File: src/design/u8esc_pkg.sv
// ----------------------------------------------------------------------------
// u8esc_pkg
// Shared word types, job descriptor and byte constants for the escaper.
// ----------------------------------------------------------------------------
package u8esc_pkg;

	// input word and result word
	typedef struct packed {
		logic [7:0] in_byte;
		logic       end_of_string;
	} item_t;

	typedef struct packed {
		logic [7:0] out_byte;
		logic       out_last;
	} result_t;

	// how the fresh byte of a word is written out
	typedef enum logic [2:0] {
		FRESH_NONE,
		FRESH_LIT,
		FRESH_ESC2,
		FRESH_UESC,
		FRESH_REPL
	} fresh_kind_t;

	// output segments of one job, in emission order
	typedef enum logic [2:0] {
		SEG_OPEN,
		SEG_PRE,
		SEG_PASS,
		SEG_FRESH,
		SEG_POST,
		SEG_CLOSE
	} seg_t;

	localparam int unsigned SEG_COUNT = 6;

	// one classified input word, as handed from front to back
	typedef struct packed {
		logic             open;
		logic [1:0]       pre_n;
		logic [2:0]       pass_n;
		logic [3:0][7:0]  pass_bytes;
		fresh_kind_t      fresh_kind;
		logic [7:0]       fresh_byte;
		logic [1:0]       post_n;
		logic             close;
	} job_t;

	// ascii bytes
	localparam logic [7:0] CH_QUOTE  = 8'h22;
	localparam logic [7:0] CH_BSLASH = 8'h5C;
	localparam logic [7:0] CH_LF     = 8'h0A;
	localparam logic [7:0] CH_CR     = 8'h0D;
	localparam logic [7:0] CH_N      = 8'h6E;
	localparam logic [7:0] CH_R      = 8'h72;
	localparam logic [7:0] CH_U      = 8'h75;
	localparam logic [7:0] CH_ZERO   = 8'h30;
	localparam logic [7:0] CH_SPACE  = 8'h20;
	localparam logic [7:0] CH_DEL    = 8'h7F;
	localparam logic [7:0] CH_ALPHA_BASE = 8'h57;

	// utf-8 lead and continuation bounds
	localparam logic [7:0] ASCII_LIMIT = 8'h80;
	localparam logic [7:0] LEAD_MIN    = 8'hC2;
	localparam logic [7:0] LEAD_3      = 8'hE0;
	localparam logic [7:0] LEAD_4      = 8'hF0;
	localparam logic [7:0] LEAD_LIMIT  = 8'hF5;
	localparam logic [7:0] LEAD_ED     = 8'hED;
	localparam logic [7:0] LEAD_F4     = 8'hF4;
	localparam logic [7:0] CONT_LO     = 8'h80;
	localparam logic [7:0] CONT_HI     = 8'hBF;
	localparam logic [7:0] CONT_E0_LO  = 8'hA0;
	localparam logic [7:0] CONT_ED_HI  = 8'h9F;
	localparam logic [7:0] CONT_F0_LO  = 8'h90;
	localparam logic [7:0] CONT_F4_HI  = 8'h8F;

	// replacement character EF BF BD
	localparam logic [7:0] REPL_B0 = 8'hEF;
	localparam logic [7:0] REPL_B1 = 8'hBF;
	localparam logic [7:0] REPL_B2 = 8'hBD;

	function automatic logic [7:0] repl_byte(input logic [1:0] idx);
		logic [7:0] r;
		case (idx)
			2'd0:    r = REPL_B0;
			2'd1:    r = REPL_B1;
			default: r = REPL_B2;
		endcase
		return r;
	endfunction

	// lowercase hex digit of a nibble
	function automatic logic [7:0] hex_digit(input logic [3:0] nib);
		logic [7:0] r;
		if (nib < 4'd10) begin
			r = CH_ZERO + {4'h0, nib};
		end else begin
			r = CH_ALPHA_BASE + {4'h0, nib};
		end
		return r;
	endfunction

endpackage

File: src/design/u8esc_front.sv
// ----------------------------------------------------------------------------
// u8esc_front
// Takes input words, tracks the held utf-8 sequence and the quote state, and
// turns each word into a job descriptor for the back end.
// ----------------------------------------------------------------------------
module u8esc_front (
	input  logic               clk,
	input  logic               arst_n,
	input  logic               take,
	input  u8esc_pkg::item_t   item,
	output u8esc_pkg::job_t    job,
	output logic               job_valid
);

	logic [7:0] held_q [3];
	logic [1:0] held_cnt_q;
	logic [2:0] exp_len_q;
	logic       quote_q;

	logic [7:0] held_d [3];
	logic [1:0] held_cnt_d;
	logic [2:0] exp_len_d;

	logic [7:0] b;
	logic [7:0] lo;
	logic [7:0] hi;
	logic       fits;
	logic       append;
	logic       complete4;
	logic [2:0] new_cnt;

	assign b = item.in_byte;

	// allowed range for the next continuation byte
	always_comb begin
		lo = u8esc_pkg::CONT_LO;
		hi = u8esc_pkg::CONT_HI;
		if (held_cnt_q == 2'd1) begin
			case (held_q[0])
				u8esc_pkg::LEAD_3:  lo = u8esc_pkg::CONT_E0_LO;
				u8esc_pkg::LEAD_ED: hi = u8esc_pkg::CONT_ED_HI;
				u8esc_pkg::LEAD_4:  lo = u8esc_pkg::CONT_F0_LO;
				u8esc_pkg::LEAD_F4: hi = u8esc_pkg::CONT_F4_HI;
				default: ;
			endcase
		end
		fits = (b >= lo) && (b <= hi);
	end

	assign append    = ((held_cnt_q == 2'd1) || (held_cnt_q == 2'd2)) && fits;
	assign complete4 = (held_cnt_q == 2'd3) && (exp_len_q == 3'd4) && fits;
	assign new_cnt   = {1'b0, held_cnt_q} + 3'd1;

	// classify the word and work out the next held state
	always_comb begin
		job            = '0;
		job.fresh_kind = u8esc_pkg::FRESH_NONE;
		job.open       = !quote_q;
		held_d         = held_q;
		held_cnt_d     = held_cnt_q;
		exp_len_d      = exp_len_q;

		if (append) begin
			if (new_cnt >= exp_len_q) begin
				// sequence complete: pass it through
				job.pass_n        = new_cnt;
				job.pass_bytes[0] = held_q[0];
				job.pass_bytes[1] = (held_cnt_q == 2'd1) ? b : held_q[1];
				job.pass_bytes[2] = b;
				held_cnt_d        = 2'd0;
				exp_len_d         = 3'd0;
			end else begin
				held_d[held_cnt_q] = b;
				held_cnt_d         = new_cnt[1:0];
			end
		end else if (complete4) begin
			job.pass_n        = 3'd4;
			job.pass_bytes[0] = held_q[0];
			job.pass_bytes[1] = held_q[1];
			job.pass_bytes[2] = held_q[2];
			job.pass_bytes[3] = b;
			held_cnt_d        = 2'd0;
			exp_len_d         = 3'd0;
		end else begin
			// broken or no sequence: flush held bytes, then handle b afresh
			job.pre_n      = held_cnt_q;
			job.fresh_byte = b;
			held_cnt_d     = 2'd0;
			exp_len_d      = 3'd0;
			if (b < u8esc_pkg::ASCII_LIMIT) begin
				if ((b == u8esc_pkg::CH_QUOTE) || (b == u8esc_pkg::CH_BSLASH)) begin
					job.fresh_kind = u8esc_pkg::FRESH_ESC2;
				end else if (b == u8esc_pkg::CH_LF) begin
					job.fresh_kind = u8esc_pkg::FRESH_ESC2;
					job.fresh_byte = u8esc_pkg::CH_N;
				end else if (b == u8esc_pkg::CH_CR) begin
					job.fresh_kind = u8esc_pkg::FRESH_ESC2;
					job.fresh_byte = u8esc_pkg::CH_R;
				end else if ((b < u8esc_pkg::CH_SPACE) || (b == u8esc_pkg::CH_DEL)) begin
					job.fresh_kind = u8esc_pkg::FRESH_UESC;
				end else begin
					job.fresh_kind = u8esc_pkg::FRESH_LIT;
				end
			end else if ((b < u8esc_pkg::LEAD_MIN) || (b >= u8esc_pkg::LEAD_LIMIT)) begin
				job.fresh_kind = u8esc_pkg::FRESH_REPL;
			end else begin
				// valid lead: start holding
				held_d[0]  = b;
				held_cnt_d = 2'd1;
				if (b < u8esc_pkg::LEAD_3) begin
					exp_len_d = 3'd2;
				end else if (b < u8esc_pkg::LEAD_4) begin
					exp_len_d = 3'd3;
				end else begin
					exp_len_d = 3'd4;
				end
			end
		end

		// end of string: flush what is still held, then close
		if (item.end_of_string) begin
			job.post_n = held_cnt_d;
			job.close  = 1'b1;
			held_cnt_d = 2'd0;
			exp_len_d  = 3'd0;
		end
	end

	assign job_valid = job.open || (job.pre_n != 2'd0) || (job.pass_n != 3'd0) ||
		(job.fresh_kind != u8esc_pkg::FRESH_NONE) || (job.post_n != 2'd0) || job.close;

	// held state and quote flag
	always_ff @(posedge clk or negedge arst_n) begin
		if (!arst_n) begin
			held_cnt_q <= 2'd0;
			exp_len_q  <= 3'd0;
			quote_q    <= 1'b0;
		end else if (take) begin
			held_cnt_q <= held_cnt_d;
			exp_len_q  <= exp_len_d;
			quote_q    <= !item.end_of_string;
		end
	end

	// held bytes, read only while counted
	always_ff @(posedge clk) begin
		if (take) begin
			held_q <= held_d;
		end
	end

endmodule

File: src/design/u8esc_jobq.sv
// ----------------------------------------------------------------------------
// u8esc_jobq
// Small first-in first-out queue of job descriptors between front and back.
// ----------------------------------------------------------------------------
module u8esc_jobq #(
	parameter int unsigned DEPTH = 2
) (
	input  logic              clk,
	input  logic              arst_n,
	input  logic              wr,
	input  u8esc_pkg::job_t   wdata,
	input  logic              rd,
	output u8esc_pkg::job_t   rdata,
	output logic              full,
	output logic              empty
);

	localparam int unsigned PTR_W = (DEPTH > 1) ? $clog2(DEPTH) : 1;
	localparam int unsigned CNT_W = $clog2(DEPTH + 1);

	u8esc_pkg::job_t  slot_q [DEPTH];
	logic [PTR_W-1:0] wr_ptr_q;
	logic [PTR_W-1:0] rd_ptr_q;
	logic [CNT_W-1:0] count_q;

	logic do_wr;
	logic do_rd;

	assign full  = (count_q == CNT_W'(DEPTH));
	assign empty = (count_q == '0);
	assign do_wr = wr && !full;
	assign do_rd = rd && !empty;
	assign rdata = slot_q[rd_ptr_q];

	// pointers and fill count
	always_ff @(posedge clk or negedge arst_n) begin
		if (!arst_n) begin
			wr_ptr_q <= '0;
			rd_ptr_q <= '0;
			count_q  <= '0;
		end else begin
			if (do_wr) begin
				wr_ptr_q <= (wr_ptr_q == PTR_W'(DEPTH - 1)) ? '0 : wr_ptr_q + 1'b1;
			end
			if (do_rd) begin
				rd_ptr_q <= (rd_ptr_q == PTR_W'(DEPTH - 1)) ? '0 : rd_ptr_q + 1'b1;
			end
			if (do_wr && !do_rd) begin
				count_q <= count_q + 1'b1;
			end else if (do_rd && !do_wr) begin
				count_q <= count_q - 1'b1;
			end
		end
	end

	// slot storage
	always_ff @(posedge clk) begin
		if (do_wr) begin
			slot_q[wr_ptr_q] <= wdata;
		end
	end

endmodule

File: src/design/u8esc_back.sv
// ----------------------------------------------------------------------------
// u8esc_back
// Walks one job descriptor segment by segment, one output byte per cycle
// while the result word is free or being popped, into a single result register.
// ----------------------------------------------------------------------------
module u8esc_back (
	input  logic                clk,
	input  logic                arst_n,
	input  u8esc_pkg::job_t     job,
	input  logic                job_empty,
	output logic                job_rd,
	output u8esc_pkg::result_t  result,
	output logic                empty,
	input  logic                pop
);

	localparam int unsigned SC = u8esc_pkg::SEG_COUNT;

	u8esc_pkg::job_t    job_q;
	logic [SC-1:0]      mask_q;
	logic [3:0]         sub_q;
	logic [1:0]         tri_q;
	logic               out_valid_q;
	u8esc_pkg::result_t result_q;

	logic [SC-1:0]      seg_bit;
	logic [SC-1:0]      mask_after;
	logic [SC-1:0]      job_mask;
	u8esc_pkg::seg_t    seg;
	logic [3:0]         seg_len;
	logic [7:0]         cur_byte;
	logic               emit;
	logic               seg_end;
	logic               load;

	// lowest pending segment
	assign seg_bit = mask_q & (~mask_q + 1'b1);

	always_comb begin
		case (seg_bit)
			6'b000001: seg = u8esc_pkg::SEG_OPEN;
			6'b000010: seg = u8esc_pkg::SEG_PRE;
			6'b000100: seg = u8esc_pkg::SEG_PASS;
			6'b001000: seg = u8esc_pkg::SEG_FRESH;
			6'b010000: seg = u8esc_pkg::SEG_POST;
			default:   seg = u8esc_pkg::SEG_CLOSE;
		endcase
	end

	// length and current byte of the segment
	always_comb begin
		seg_len  = 4'd1;
		cur_byte = u8esc_pkg::CH_QUOTE;
		case (seg)
			u8esc_pkg::SEG_OPEN: begin
				seg_len  = 4'd1;
				cur_byte = u8esc_pkg::CH_QUOTE;
			end
			u8esc_pkg::SEG_PRE: begin
				seg_len  = {2'b00, job_q.pre_n} + {1'b0, job_q.pre_n, 1'b0};
				cur_byte = u8esc_pkg::repl_byte(tri_q);
			end
			u8esc_pkg::SEG_PASS: begin
				seg_len  = {1'b0, job_q.pass_n};
				cur_byte = job_q.pass_bytes[sub_q[1:0]];
			end
			u8esc_pkg::SEG_FRESH: begin
				case (job_q.fresh_kind)
					u8esc_pkg::FRESH_ESC2: begin
						seg_len  = 4'd2;
						cur_byte = (sub_q == 4'd0) ? u8esc_pkg::CH_BSLASH : job_q.fresh_byte;
					end
					u8esc_pkg::FRESH_UESC: begin
						seg_len = 4'd6;
						case (sub_q)
							4'd0:    cur_byte = u8esc_pkg::CH_BSLASH;
							4'd1:    cur_byte = u8esc_pkg::CH_U;
							4'd2:    cur_byte = u8esc_pkg::CH_ZERO;
							4'd3:    cur_byte = u8esc_pkg::CH_ZERO;
							4'd4:    cur_byte = u8esc_pkg::hex_digit(job_q.fresh_byte[7:4]);
							default: cur_byte = u8esc_pkg::hex_digit(job_q.fresh_byte[3:0]);
						endcase
					end
					u8esc_pkg::FRESH_REPL: begin
						seg_len  = 4'd3;
						cur_byte = u8esc_pkg::repl_byte(sub_q[1:0]);
					end
					default: begin
						seg_len  = 4'd1;
						cur_byte = job_q.fresh_byte;
					end
				endcase
			end
			u8esc_pkg::SEG_POST: begin
				seg_len  = {2'b00, job_q.post_n} + {1'b0, job_q.post_n, 1'b0};
				cur_byte = u8esc_pkg::repl_byte(tri_q);
			end
			default: begin
				seg_len  = 4'd1;
				cur_byte = u8esc_pkg::CH_QUOTE;
			end
		endcase
	end

	// segments a fresh job needs
	assign job_mask = {job.close, (job.post_n != 2'd0),
		(job.fresh_kind != u8esc_pkg::FRESH_NONE), (job.pass_n != 3'd0),
		(job.pre_n != 2'd0), job.open};

	assign emit       = (mask_q != '0) && (!out_valid_q || pop);
	assign seg_end    = (sub_q == seg_len - 4'd1);
	assign mask_after = seg_end ? (mask_q & ~seg_bit) : mask_q;
	assign load       = !job_empty && ((mask_q == '0) || (emit && seg_end && (mask_after == '0)));
	assign job_rd     = load;

	// segment walker
	always_ff @(posedge clk or negedge arst_n) begin
		if (!arst_n) begin
			mask_q <= '0;
			sub_q  <= 4'd0;
			tri_q  <= 2'd0;
		end else if (load) begin
			mask_q <= job_mask;
			sub_q  <= 4'd0;
			tri_q  <= 2'd0;
		end else if (emit) begin
			mask_q <= mask_after;
			if (seg_end) begin
				sub_q <= 4'd0;
				tri_q <= 2'd0;
			end else begin
				sub_q <= sub_q + 4'd1;
				tri_q <= (tri_q == 2'd2) ? 2'd0 : tri_q + 2'd1;
			end
		end
	end

	always_ff @(posedge clk) begin
		if (load) begin
			job_q <= job;
		end
	end

	// result register
	always_ff @(posedge clk or negedge arst_n) begin
		if (!arst_n) begin
			out_valid_q <= 1'b0;
		end else if (emit) begin
			out_valid_q <= 1'b1;
		end else if (pop) begin
			out_valid_q <= 1'b0;
		end
	end

	always_ff @(posedge clk) begin
		if (emit) begin
			result_q.out_byte <= cur_byte;
			result_q.out_last <= (seg == u8esc_pkg::SEG_CLOSE);
		end
	end

	assign result = result_q;
	assign empty  = !out_valid_q;

endmodule

File: src/design/utf8_sanitizing_string_escaper.sv
// ----------------------------------------------------------------------------
// utf8_sanitizing_string_escaper
// Quoted, escaped copy of a byte string with utf-8 sequences checked.
//
//   channel   direction  handshake          word
//   input     in         push / full        item   (in_byte, end_of_string)
//   result    out        empty / pop        result (out_byte, out_last)
//
// The front takes one word per cycle while the job queue has room; each word
// that releases output becomes one job, a word that only extends a held
// sequence makes none. The back writes one result word per cycle while the
// result register is free or popped; a job holds 1 to 17 bytes, and plain text
// runs at one word per cycle end to end. A full job queue raises full, an
// unread result register stalls the back. Reset clears all control state at
// once; there is no clearing pass.
// ----------------------------------------------------------------------------
module utf8_sanitizing_string_escaper #(
	parameter int unsigned JOB_DEPTH = 2
) (
	input  logic                clk,
	input  logic                arst_n,
	input  logic                push,
	output logic                full,
	input  u8esc_pkg::item_t    item,
	output logic                empty,
	input  logic                pop,
	output u8esc_pkg::result_t  result
);

	u8esc_pkg::job_t front_job;
	u8esc_pkg::job_t queue_job;
	logic            front_job_valid;
	logic            take;
	logic            queue_empty;
	logic            queue_rd;

	assign take = push && !full;

	// classify and track sequence state
	u8esc_front u_front (
		.clk       (clk),
		.arst_n    (arst_n),
		.take      (take),
		.item      (item),
		.job       (front_job),
		.job_valid (front_job_valid)
	);

	// job queue
	u8esc_jobq #(
		.DEPTH (JOB_DEPTH)
	) u_jobq (
		.clk    (clk),
		.arst_n (arst_n),
		.wr     (take && front_job_valid),
		.wdata  (front_job),
		.rd     (queue_rd),
		.rdata  (queue_job),
		.full   (full),
		.empty  (queue_empty)
	);

	// expand jobs into result bytes
	u8esc_back u_back (
		.clk       (clk),
		.arst_n    (arst_n),
		.job       (queue_job),
		.job_empty (queue_empty),
		.job_rd    (queue_rd),
		.result    (result),
		.empty     (empty),
		.pop       (pop)
	);

endmodule

File: config.mk
export PLATFORM = sky130hd
export DESIGN_NAME = utf8_sanitizing_string_escaper
export DESIGN_NICKNAME = d
export VERILOG_FILES = /design/src/design/u8esc_pkg.sv /design/src/design/u8esc_front.sv /design/src/design/u8esc_jobq.sv /design/src/design/u8esc_back.sv /design/src/design/utf8_sanitizing_string_escaper.sv
export SDC_FILE = /design/constraint.sdc
export NUM_CORES = 1
export LEC_CHECK = 0
export BUFFER_PORTS_ARGS = -buffer_cell sky130_fd_sc_hd__buf_2
export CORE_MARGIN = 1.5
export CORE_UTILIZATION = 33
export DETAILED_ROUTE_END_ITERATION = 10
export GPL_TIMING_DRIVEN = 0
export PLACE_DENSITY = 0.53
export SLEW_MARGIN = 5
export SYNTH_ARGS = -nofsm -noshare
export SYNTH_HDL_FRONTEND = slang
export SYNTH_SLANG_ARGS = --single-unit
File: constraint.sdc
create_clock -name clk -period 6.9 [get_ports clk]
set_clock_uncertainty 0.05 [all_clocks]
set_input_delay 1.38 -clock clk [delete_from_list [all_inputs] [get_ports clk]]
set_output_delay 1.38 -clock clk [all_outputs]
set_load 0.005 [all_outputs]
Word level (Yosys, flattened, before mapping)
Memory sizes are Yosys's and may differ from the RTL's.
Index checks and enable logic that the tools add are counted.
{"block": "op_classes", "add_sub_neg": 15, "n_lt_le_gt_ge": 14, "eq_ne": 40, "mux": 78, "n_bitwise": 6, "reduce_logical": 56}
{"cell": "$mux 8", "n": 15}
{"cell": "$mux 24", "n": 3}
{"cell": "$pmux 8 s3", "n": 2}
{"cell": "$mux 3", "n": 14}
{"cell": "$mux 35", "n": 1}
{"cell": "$mux 11", "n": 3}
{"cell": "$eq 8x8->1 const B", "n": 4}
{"cell": "$lt 8x8->1 const B", "n": 4}
{"cell": "$pmux 8 s4", "n": 1}
{"cell": "$mux 2", "n": 15}
{"cell": "$pmux 7 s2", "n": 2}
{"cell": "$bwmux 24", "n": 1}
{"cell": "$mux 6", "n": 4}
{"cell": "$pmux 6 s2", "n": 2}
{"cell": "$add 7x4->8 const A", "n": 2}
{"cell": "$bmux 8 s2", "n": 1}
{"cell": "$demux 8 s2", "n": 1}
{"cell": "$eq 8x4->1 const B", "n": 2}
{"cell": "$eq 8x7->1 const B", "n": 2}
{"cell": "$pmux 4 s4", "n": 1}
{"cell": "$logic_and 1x1->1", "n": 15}
{"cell": "$pmux 3 s5", "n": 1}
{"cell": "$add 6x4->7 const A", "n": 2}
{"cell": "$reduce_bool 2->1", "n": 7}
{"cell": "53 further kinds", "n": 104}
{"block": "word_totals", "register_bits": 106, "ram_bits": 104, "in_bits": 13, "output_inout_bits": 11, "word_cells": 234, "n_memories": 1}
{"memory": "u_jobq.slot_q", "depth": 2, "word_bits": 52, "rd": 1, "rd_ports_with_merged_regs": 0, "write_ports": 1, "line_no": "u8esc_jobq.sv:21", "text": "u8esc_pkg::job_t slot_q [DEPTH];"}

Longest topological paths before layout
Gate-level depths: netlist of run 1.
{"block": "logic_depth", "ltp_word": 20, "depth_mapped": 18, "depth_no_buf": 17}

Hierarchy
A second synthesis of run 1 with hierarchy kept.
{"block": "hier_totals", "cells_unflattened": 702, "area_unflattened_um2": 10042.1}
{"module": "u8esc_jobq", "instances": 1, "cells_per_inst": 181, "area_each_um2": 4200.3, "seq_area_each_um2": 3223.1}
{"module": "u8esc_back", "instances": 1, "cells_per_inst": 307, "area_each_um2": 3723.6, "seq_area_each_um2": 2097.0}
{"module": "u8esc_front", "instances": 1, "cells_per_inst": 212, "area_each_um2": 2103.3, "seq_area_each_um2": 870.8}
{"module": "utf8_sanitizing_string_escaper", "instances": 1, "cells_per_inst": 2, "area_each_um2": 15.0, "seq_area_each_um2": 0.0}

Worst setup path before layout of run 1
Ideal clock, no wire load.
{"block": "synth_timing", "kind": "input to register", "startpoint": "in item[5] in the netlist's numbering", "endpoint": "mem u_jobq.slot_q[0][0] in the netlist's numbering (enable)", "setup_time_ns": 0.462, "t_arrival_ns": 5.443, "required_time_ns": 6.388, "setup_slack_ns": 0.945, "stages": 12, "path_buffers": 2, "path_cell_list": "clkbuf_1 inv_1 ha_1 inv_1 o21ai_1 a21oi_1 nor4bb_1 clkbuf_1 o21a_1 nor4b_1 a31o_2 nor2_1"}
{"block": "synth_between", "elab_chain_len": 17, "word_cells_on_any_way": 47, "classes_between": "order compare (6); eq/ne (5); mux (19); reduce/logical (17)"}
{"item": "start: declaration", "line_no": "utf8_sanitizing_string_escaper.sv:24", "text": "input u8esc_pkg::item_t item,"}
{"item": "$lt 8x6->1 / $eq 8x7->1 (equally long branches)", "line_no": "u8esc_front.sv:99", "text": "end else if ((b < u8esc_pkg::CH_SPACE) || (b == u8esc_pkg::CH_DEL)) begin"}
{"item": "$logic_or 1x1->1", "line_no": "u8esc_front.sv:99"}
{"item": "$mux 2", "line_no": "u8esc_front.sv:99"}
{"item": "$mux 2", "line_no": "u8esc_front.sv:96", "text": "end else if (b == u8esc_pkg::CH_CR) begin"}
{"item": "$mux 11", "line_no": "u8esc_front.sv:93", "text": "end else if (b == u8esc_pkg::CH_LF) begin"}
{"item": "$mux 3", "line_no": "u8esc_front.sv:91", "text": "if ((b == u8esc_pkg::CH_QUOTE) || (b == u8esc_pkg::CH_BSLASH)) begin"}
{"item": "$mux 3", "line_no": "u8esc_front.sv:90", "text": "if (b < u8esc_pkg::ASCII_LIMIT) begin"}
{"item": "$mux 11", "line_no": "u8esc_front.sv:76", "text": "end else if (complete4) begin"}
{"item": "$mux 11", "line_no": "u8esc_front.sv:63", "text": "if (append) begin"}
{"item": "$reduce_bool 3->1", "line_no": "u8esc_front.sv:130", "text": "(job.fresh_kind != u8esc_pkg::FRESH_NONE) || (job.post_n != 2'd0) || job.close;"}
{"item": "$logic_or 1x1->1", "line_no": "u8esc_front.sv:129", "text": "assign job_valid = job.open || (job.pre_n != 2'd0) || (job.pass_n != 3'd0) ||"}
{"item": "$logic_or 1x1->1 * (2 in series)", "line_no": "u8esc_front.sv:130"}
{"item": "$logic_and 1x1->1 *", "line_no": "utf8_sanitizing_string_escaper.sv:55", "text": ".wr (take && front_job_valid),"}
{"item": "$logic_and 1x1->1 *", "line_no": "u8esc_jobq.sv:31", "text": "assign do_wr = wr && !full;"}
{"item": "$mux 1 *", "line_no": "u8esc_jobq.sv:58", "text": "if (do_wr) begin"}
{"item": "$mux 1 (implied by the code) *", "line_no": "u8esc_jobq.sv:59", "text": "slot_q[wr_ptr_q] <= wdata;"}
{"item": "end: declaration", "line_no": "u8esc_jobq.sv:21"}
Mark *: on every way between the ends. The rest lies on a longest branch, timed or not.

Final worst setup path of run 1
{"block": "layout_timing", "startpoint": "in item[5] in the netlist's numbering", "endpoint": "mem u_jobq.slot_q[0][45] in the netlist's numbering (enable)"}
Same word-level chain as after synthesis.

==> impl_metrics.ini, run 1 <==
[run_status]
status = finished, final reports clean

[die]
initial_core_util = 0.3346
die_x_um = 173.6
placementRows = 62
dieArea_um2 = 30130
die_h_um = 173.6
pin_count = 24
core-area_um2 = 28700

[global_route]
antenna_found_initial = 0
grt_pass1_wl_mm = 33.42
first_global_vias = 5629
overflow = 0
grt_max_degree = 27
grt_use_total = 0.1425

[worst_setup_path]
crit_type = in2reg
critPathArrivalTime_ps = 5010
r2r_start = u_front.held_cnt_q[1]$_DFFE_PN0P_
cp_max_fo = 22
regToRegEndpoint = u_jobq.slot_q[0][45]$_DFFE_PP_
cp-end-kind = register
crit_path_cell_trace = buf_2 > clkbuf_1 > inv_1 > ha_1 > inv_1 > o21ai_1 > a21oi_1 > nor4bb_1 > clkbuf_1 > o21a_1 > nor4b_1 > a31o_2 > nor2_4 > buf_16 > buf_12
ff2ff_path_depth = 16
crit_path_max_incr_delay_ps = 480
rrSetupSlack_ps = 2500
critPathBufInv = 7
slowest_stage = nor4bb_1
required_ps = 7060
critPathTopFamily = buffers and inverters
start_kind = input pin

[cts]
cts_tree = yes
clockBufferDepth = 3
cts_hold_buf = 0
htree_levels = 1
cts_sinks = 210
root_buffer = clkbuf_16
ctsResizeCount = 0
cts_buffers = 23
clkTransAtPathRegs_ps = 60
cts_setup_buffers = 0
worstSkewPairLatency_ps = 520

[routing]
first_pass_iters = 5
remaining_drc_errors = 0
drt_iter0_drc = 472
vias_per_cell = 5.016
wl_mm = 21.30
post_drt_wl_per_cell_um = 18.42
dr_total_vias = 5799
ant_nets = 0

[synth]
synth_edf_count = 187
synth_cells = 702
seq_area_frac_synth = 0.6447
synth_ff_type = edfxtp_1
syn_area_per_cell_um2 = 13.68
synth-seq-cells = 210
yosys.cell_types.count = 67
postSynth.asyncResetShare = 0.1095
yosysWarnings = 0
syn_area_um2 = 9603

[layout]
final_common_cell = edfxtp_1
final_cell_mix = 187 x edfxtp_1, 52 x mux2_2, 42 x nand2_1
drive_above_1_share = 0.1839
fin_nets = 793
syn2layout_area_growth_pct = 14.81
antenna_cells = 0

[worst_hold_path]
hp-start = u_front.quote_q$_DFFE_PN0P_
holdPathStages = 1
min_to = u_front.quote_q$_DFFE_PN0P_
min_path_type = reg2reg

[timing]
max_slew.worst_pin.slew_ps = 1170
whs_ps = 438.1
max-slew-margin-rel = 0.2139
slew_violations = 0
final_hold_viol_count = 0
setup_viol = 0
min_period_over_period = 0.7017
rsz0062_at_grt = false
min_period_ps = 4842
max_freq_ghz = 0.2065

[place]
dp_hpwl_mm = 15.01
gp_congestion = 0.8788
numPortBuffers = 23

[power_and_ir_drop]
peakVddDrop_mv = 0.1427
leakage_nw = 3.921
powerDensity_nw_per_um2 = 337.8
power_mw = 3.724

[run]
drv_cap = 0
[registers in the layout (all words and copies together), names as in the netlist]
name                cells
u_jobq.slot_q         104
u_back.job_q           50
u_front.held_q         24
u_back.result           9
u_back.mask_q           6
u_back.sub_q            4
u_front.exp_len_q       3
u_back.tri_q            2
u_front.held_cnt_q      2
u_jobq.count_q          2
u_back.out_valid_q      1
u_front.quote_q         1
u_jobq.rd_ptr_q         1
u_jobq.wr_ptr_q         1
[power breakdown]
group | total, mW | switching, mW | leakage, nW | internal [mW]
clock network | 1.10 | 0.481 | 0.327 | 0.616
logic | 0.875 | 0.524 | 1.57 | 0.351
registers | 1.75 | 0.0843 | 2.02 | 1.67
[logic make-up after synthesis]
logic type      Yosys count  share of synthesized area
compound gates          127                    0.09447
fa+ha+maj                24                    0.03101
simple gates            201                     0.1113
flops                   210                     0.6447
buf+inv                  68                    0.02814
other cells               1                  0.0003905
xor+xnor                  9                   0.008209
mux                      62                    0.08182
[synth_stat cells (3+ instances only)]
library cell  count  area share
or4_1             5      0.0039
o211ai_1          6      0.0047
nor3b_1           3      0.0023
nor2b_1           9      0.0059
mux4_2            8       0.019
xnor2_1           3      0.0027
edfxtp_1        187        0.58
a311oi_1          3      0.0027
a22o_1           14       0.013
nand2b_1         10      0.0065
a21oi_1          25       0.013
nor4_1            5      0.0033
o31ai_1           5      0.0039
buf_2             6      0.0031
nand3_1          15      0.0078
clkbuf_1         27       0.011
nor3_1           15      0.0078
o22ai_1           6      0.0039
mux2_2           52       0.061
dfrtp_1          23       0.060
xor2_1            6      0.0055
o21ai_0          18      0.0094
nand3b_1          7      0.0055
o21bai_1          3      0.0023
ha_1             23       0.030
o221ai_1          3      0.0027
and2_1           20       0.013
o21a_1            7      0.0055
a21o_1           13       0.010
a32oi_1           3      0.0027
inv_1            30       0.012
buf_1             3      0.0012
a31oi_1           3      0.0020
nor2_1           41       0.016
or3_1             4      0.0026
nor4b_1           3      0.0027
and3_1           10      0.0065
nand2_1          42       0.016
[cell type report]
type	count	area, µm²
sequential	210	6191
multi-input combinational	425	3172
fill	2778	17680
tap	384	480.5
clock inverter	10	60.06
inverter	31	116.4
buffer	37	153.9
clock buffer	30	601.8
timing repair buffer	29	250.2
[metal layers]
| metal | global-route usage | part of all wire |
|---|---|---|
| met1 | 0.2111 | 0.50 |
| met2 | 0.2222 | 0.45 |
| met3 | 0.01952 | 0.037 |
| met4 | 0.03269 | 0.014 |
| met5 | 0 | 0 |
[worst register-to-register path, cell delays in order, from the launching register on]
cell and delay (ps):
dfrtp_1 390, inv_1 160, ha_1 240, nand3_1 160, nor4_1 330, ha_1 170
inv_1 30, o21ai_1 120, a21oi_1 90, nor4bb_1 480, clkbuf_1 450, o21a_1 230
nor4b_1 60, a31o_2 310, nor2_4 350, buf_16 230, buf_12 210
[worst max path at each step]
stage / start / end / slack, ps / cells past startpoint
6_report: item[5] / u_jobq.slot_q[0][45]$_DFFE_PP_ / 2060 / 15
5_1_grt: item[5] / u_front.held_q[14]$_DFFE_PP_ / 1770 / 11
4_1_cts: item[5] / u_front.held_q[8]$_DFFE_PP_ / 1990 / 11
3_5_place_dp: item[5] / u_front.held_q[14]$_DFFE_PP_ / 1470 / 11
3_3_place_gp: item[5] / u_jobq.slot_q[0][33]$_DFFE_PP_ / -1560 / 13
2_1_floorplan: item[5] / u_jobq.slot_q[0][0]$_DFFE_PP_ / 950 / 12
[per-stage QoR]
stage	worst slack, ps	utilization	area (µm²)	instances	setup TNS (ps)
4_1_cts	1992	0.3841	11030	1156	0
3_5_place_dp	1467	0.3611	10360	1116	0
3_3_place_gp	-1563	0.3554	10200	1110	-161340
2_1_floorplan	945.2	-	9607	703	0
6_report	2058	0.3841	11030	1156	0
5_1_grt	1767	0.3841	11030	1156	0
No activity file was read; power rests on OpenSTA's default activity.
==> inputs of run 2 (changes only) <==
- PLACE_DENSITY: 0.53 -> 0.54
- clock period: 6.9 -> 4 ns (I/O delays scaled with it)
==> impl_metrics.ini, run 2 (synthesized netlist as in run 1, its figures left out) <==
[run_status]
status = finished, final reports clean

[routing]
wl_mm = 21.75
first_pass_iters = 4
remaining_drc_errors = 0
vias_per_cell = 4.928
post_drt_wl_per_cell_um = 18.53
drt_iter0_drc = 402
ant_nets = 0
dr_total_vias = 5786

[timing]
max-slew-margin-rel = 0.2625
min_period_ps = 3768
setup_ws_ps = 231.9
final_hold_viol_count = 0
max_freq_ghz = 0.2654
min_period_over_period = 0.9420
setup_viol = 0
slew_violations = 0
max_slew.worst_pin.slew_ps = 1091

[global_route]
overflow = 0
grt_pass1_wl_mm = 33.57
first_global_vias = 5719
antenna_found_initial = 0
grt_use_total = 0.1434
grt_max_degree = 30

[layout]
syn2layout_area_growth_pct = 17.65
fin_nets = 809
top_regs = u_jobq.slot_q x104, u_back.job_q x50, u_front.held_q x24
antenna_cells = 0
top_register = u_jobq.slot_q
final_common_cell = edfxtp_1
final_cell_mix = 187 x edfxtp_1, 52 x mux2_2, 42 x nand2_1
drive_above_1_share = 0.2190
largest_reg_flops = 104

[die]
pin_count = 24
core-area_um2 = 28700
die_x_um = 173.6
die_h_um = 173.6
dieArea_um2 = 30130
initial_core_util = 0.3346
placementRows = 62

[cts]
cts_hold_buf = 0
clkTransAtPathRegs_ps = 60
htree_levels = 1
cts_buffers = 24
cts_tree = yes
clockBufferDepth = 3
worstSkewPairLatency_ps = 510
cts_sinks = 210
root_buffer = clkbuf_16

[place]
dp_slack_ps = -1052
dp_hpwl_mm = 14.76
numPortBuffers = 23
gp_congestion = 0.8668

[power_and_ir_drop]
power_frac_comb = 0.251
power_switching_mw = 1.957
power_mw = 6.653
clkPwrFrac = 0.294
powerDensity_nw_per_um2 = 588.9
peakVddDrop_mv = 0.2770
p_seq_frac = 0.455
leakage_nw = 4.050
p_sw_frac = 0.2941
p_int_mw = 4.697

[worst_setup_path]
rrSetupSlack_ps = 230
start_kind = register
ff2ff_path_depth = 14
critPathArrivalTime_ps = 3930
cp-end-kind = register
crit_type = reg2reg
cp_max_fo = 23
required_ps = 4170

[run]
drv_cap = 0

[worst_hold_path]
min_path_type = in2async
run 2: cell type report:
type	count	area, µm²
buffer	36	151.4
clock buffer	32	630.6
clock inverter	11	72.57
fill	2775	17400
inverter	31	116.4
multi-input combinational	427	3244
sequential	210	6191
tap	384	480.5
timing repair buffer	43	411.6
run 2: power groups by stage:
stage,combinational (mW),sequential (mW),clock (mW)
after global routing,1.83,3.07,2.09
final,1.67,3.03,1.96
after floorplan,1.02,3.04,0
after detailed placement,1.50,3.07,0
after global placement,1.44,3.08,0
after CTS,1.56,3.03,2.01
run 2: critical path, cell delays in order (launching register included):
cell	delay, ps
dfrtp_1	370
buf_6	140
or4b_1	460
buf_2	180
nor2_1	170
a311oi_2	80
ha_1	330
xor2_1	180
nand2b_1	70
mux2i_1	200
nor4b_4	290
o22ai_2	200
a21boi_4	310
buf_12	230
buf_16	190
run 2: final timing paths:
check | start | to
max reg2reg | u_back.mask_q[2]$_DFFE_PN0P_ | u_back.job_q[19]$_DFFE_PP_
min in group clk | u_front.quote_q$_DFFE_PN0P_ | u_front.quote_q$_DFFE_PN0P_
max in group asynchronous | arst_n | u_back.mask_q[3]$_DFFE_PN0P_
min reg2reg | u_front.quote_q$_DFFE_PN0P_ | u_front.quote_q$_DFFE_PN0P_
max | u_back.mask_q[2]$_DFFE_PN0P_ | u_back.job_q[19]$_DFFE_PP_
min | arst_n | u_back.sub_q[2]$_DFFE_PN0P_
run 2: timing repair:
action,in CTS,in global routing
pin swaps,3,7
gates cloned,2,2
buffers inserted,6,8
endpoints found under the setup margin,161,171
gates resized for setup,6,7
run 2: routing by layer:
metal,wire (µm),track usage,up-vias
li1,-,-,2803
met1,10490,0.2081,2829
met2,9963,0.2241,123
met3,864,0.02171,31
met4,438,0.03951,0
met5,0,0,-
run 2: through the flow:
step                hold slack [ps]  area [µm²]  utilization  TNS [ps]  instances
floorplan                     398.1        9635            -    -53050        703
detailed placement            416.8       10330       0.3601   -126660       1114
finish                        239.3       11300       0.3936         0       1174
global route                  293.1       11300       0.3936    -69.54       1174
global placement              412.2       10230       0.3565   -315670       1110
CTS                           256.8       11120       0.3874         0       1164
==> inputs of run 3 (changes only) <==
- BUFFER_PORTS_ARGS: -buffer_cell sky130_fd_sc_hd__buf_2 -> -buffer_cell sky130_fd_sc_hd__clkbuf_2
- HOLD_SLACK_MARGIN: default -> 0.08
==> impl_metrics.ini, run 3 (synthesized netlist as in run 1, its figures left out) <==
[timing]
min_period_over_period = 0.9295
setup_viol = 0
final_hold_viol_count = 0
slew_violations = 0
max-slew-margin-rel = 0.2600
max_freq_ghz = 0.2690
min_period_ps = 3718
whs_ps = 262.7
max_slew.worst_pin.slew_ps = 1095

[die]
dieArea_um2 = 30130
initial_core_util = 0.3346
core-area_um2 = 28700
die_x_um = 173.6
pin_count = 24
placementRows = 62
die_h_um = 173.6

[global_route]
first_global_vias = 5859
overflow = 0
grt_pass1_wl_mm = 34.75
grt_use_total = 0.1488
antenna_found_initial = 0
grt_max_degree = 28

[worst_setup_path]
startpoint = u_back.mask_q[2]$_DFFE_PN0P_
cp-end-kind = register
rrSetupSlack_ps = 280
cp_max_fo = 10
required_ps = 4390
start_kind = register
crit_type = reg2reg
critPathArrivalTime_ps = 4110
r2r_start = u_back.mask_q[2]$_DFFE_PN0P_

[run]
drv_cap = 0

[worst_hold_path]
min_path_type = in2async

[cts]
cts_tree = yes
root_buffer = clkbuf_16
worstSkewPairLatency_ps = 520
cts_buffers = 23
clkTransAtPathRegs_ps = 60
cts_sinks = 210
clockBufferDepth = 3
htree_levels = 1

[routing]
vias_per_cell = 4.961
remaining_drc_errors = 0
post_drt_wl_per_cell_um = 18.80
wl_mm = 22.04
first_pass_iters = 6
dr_total_vias = 5814
drt_iter0_drc = 384
ant_nets = 0

[layout]
top_register = u_jobq.slot_q
final_common_cell = edfxtp_1
fin_nets = 808
top_regs = u_jobq.slot_q x104, u_back.job_q x50, u_front.held_q x24
fin_util = 0.3951
antenna_cells = 0
drive_above_1_share = 0.2208
nFillCells = 2711
final_cell_mix = 187 x edfxtp_1, 52 x mux2_2, 42 x nand2_1
syn2layout_area_growth_pct = 18.08
largest_reg_flops = 104

[place]
numPortBuffers = 23
gp_congestion = 0.8513
dp_hpwl_mm = 14.93

[power_and_ir_drop]
powerDensity_nw_per_um2 = 594.3
peakVddDrop_mv = 0.2774
power_mw = 6.740
leakage_nw = 4.055

[run_status]
status = finished, final reports clean
run 3: layout make-up:
| type | count | area, µm² | area share |
|---|---|---|---|
| plain buffers | 36 | 153.9 | 0.01357 |
| inverters | 31 | 116.4 | 0.01026 |
| multi-input cells | 427 | 3263 | 0.2878 |
| repair buffers | 43 | 397.9 | 0.03509 |
| clock inverters | 12 | 128.9 | 0.01136 |
| well taps | 384 | 480.5 | 0.04237 |
| flip-flops and latches | 210 | 6191 | 0.5460 |
| clock buffers | 29 | 608.1 | 0.05362 |
run 3: worst paths after layout:
check                                                     end  depth (start not counted)
worst max-delay path            u_jobq.count_q[1]$_DFFE_PN0P_                         17
worst min-delay path             u_back.mask_q[4]$_DFFE_PN0P_                          1
worst max register to register  u_jobq.count_q[1]$_DFFE_PN0P_                         17
worst min register to register  u_jobq.count_q[1]$_DFFE_PN0P_                          1
max in group asynchronous        u_back.mask_q[2]$_DFFE_PN0P_                          1
min in group clk                u_jobq.count_q[1]$_DFFE_PN0P_                          1
run 3: metal layers:
layer | vias up | routed length, µm | GRT usage
li1 | 2807 | - | -
met1 | 2845 | 10350 | 0.2113
met2 | 135 | 10340 | 0.2411
met3 | 27 | 1004 | 0.02039
met4 | 0 | 346 | 0.03772
met5 | - | 0 | 0
run 3: per-stage QoR:
step / setup TNS (ps) / instance area (µm²) / std cells / worst slack, ps
after floorplan: -53050 / 9635 / 703 / -507.0
after global placement: -321010 / 10230 / 1110 / -2426
after detailed placement: -130100 / 10340 / 1114 / -1085
after CTS: 0 / 11190 / 1164 / 8.235
after global routing: -4.717 / 11340 / 1172 / -4.717
final: 0 / 11340 / 1172 / 282.2
run 3: timing repair:
item | in CTS | in global routing
hold buffers | 0 | 0
pin swaps | 3 | 5
setup buffers | 8 | 7
endpoints found under the setup margin | 162 | 175
gates cloned | 2 | 1
gates resized for setup | 6 | 11
run 3: where the power goes:
group / switching, mW / internal (mW)
Clock: 0.857 / 1.21
Sequential: 0.158 / 2.88
Combinational: 0.953 / 0.682
run 3: worst max-delay path, stage by stage, from the launching register on:
cell and delay [ps]:
dfrtp_1 370, buf_6 140, or4b_1 450, buf_2 190, o221a_4 260, ha_1 300, xor2_1 180, nand2b_1 80
mux2i_1 190, nor4b_4 330, o22ai_4 160, a21boi_4 200, buf_12 140, inv_2 40, ha_2 170, xor2_1 130
nor2_1 120, xor2_1 150
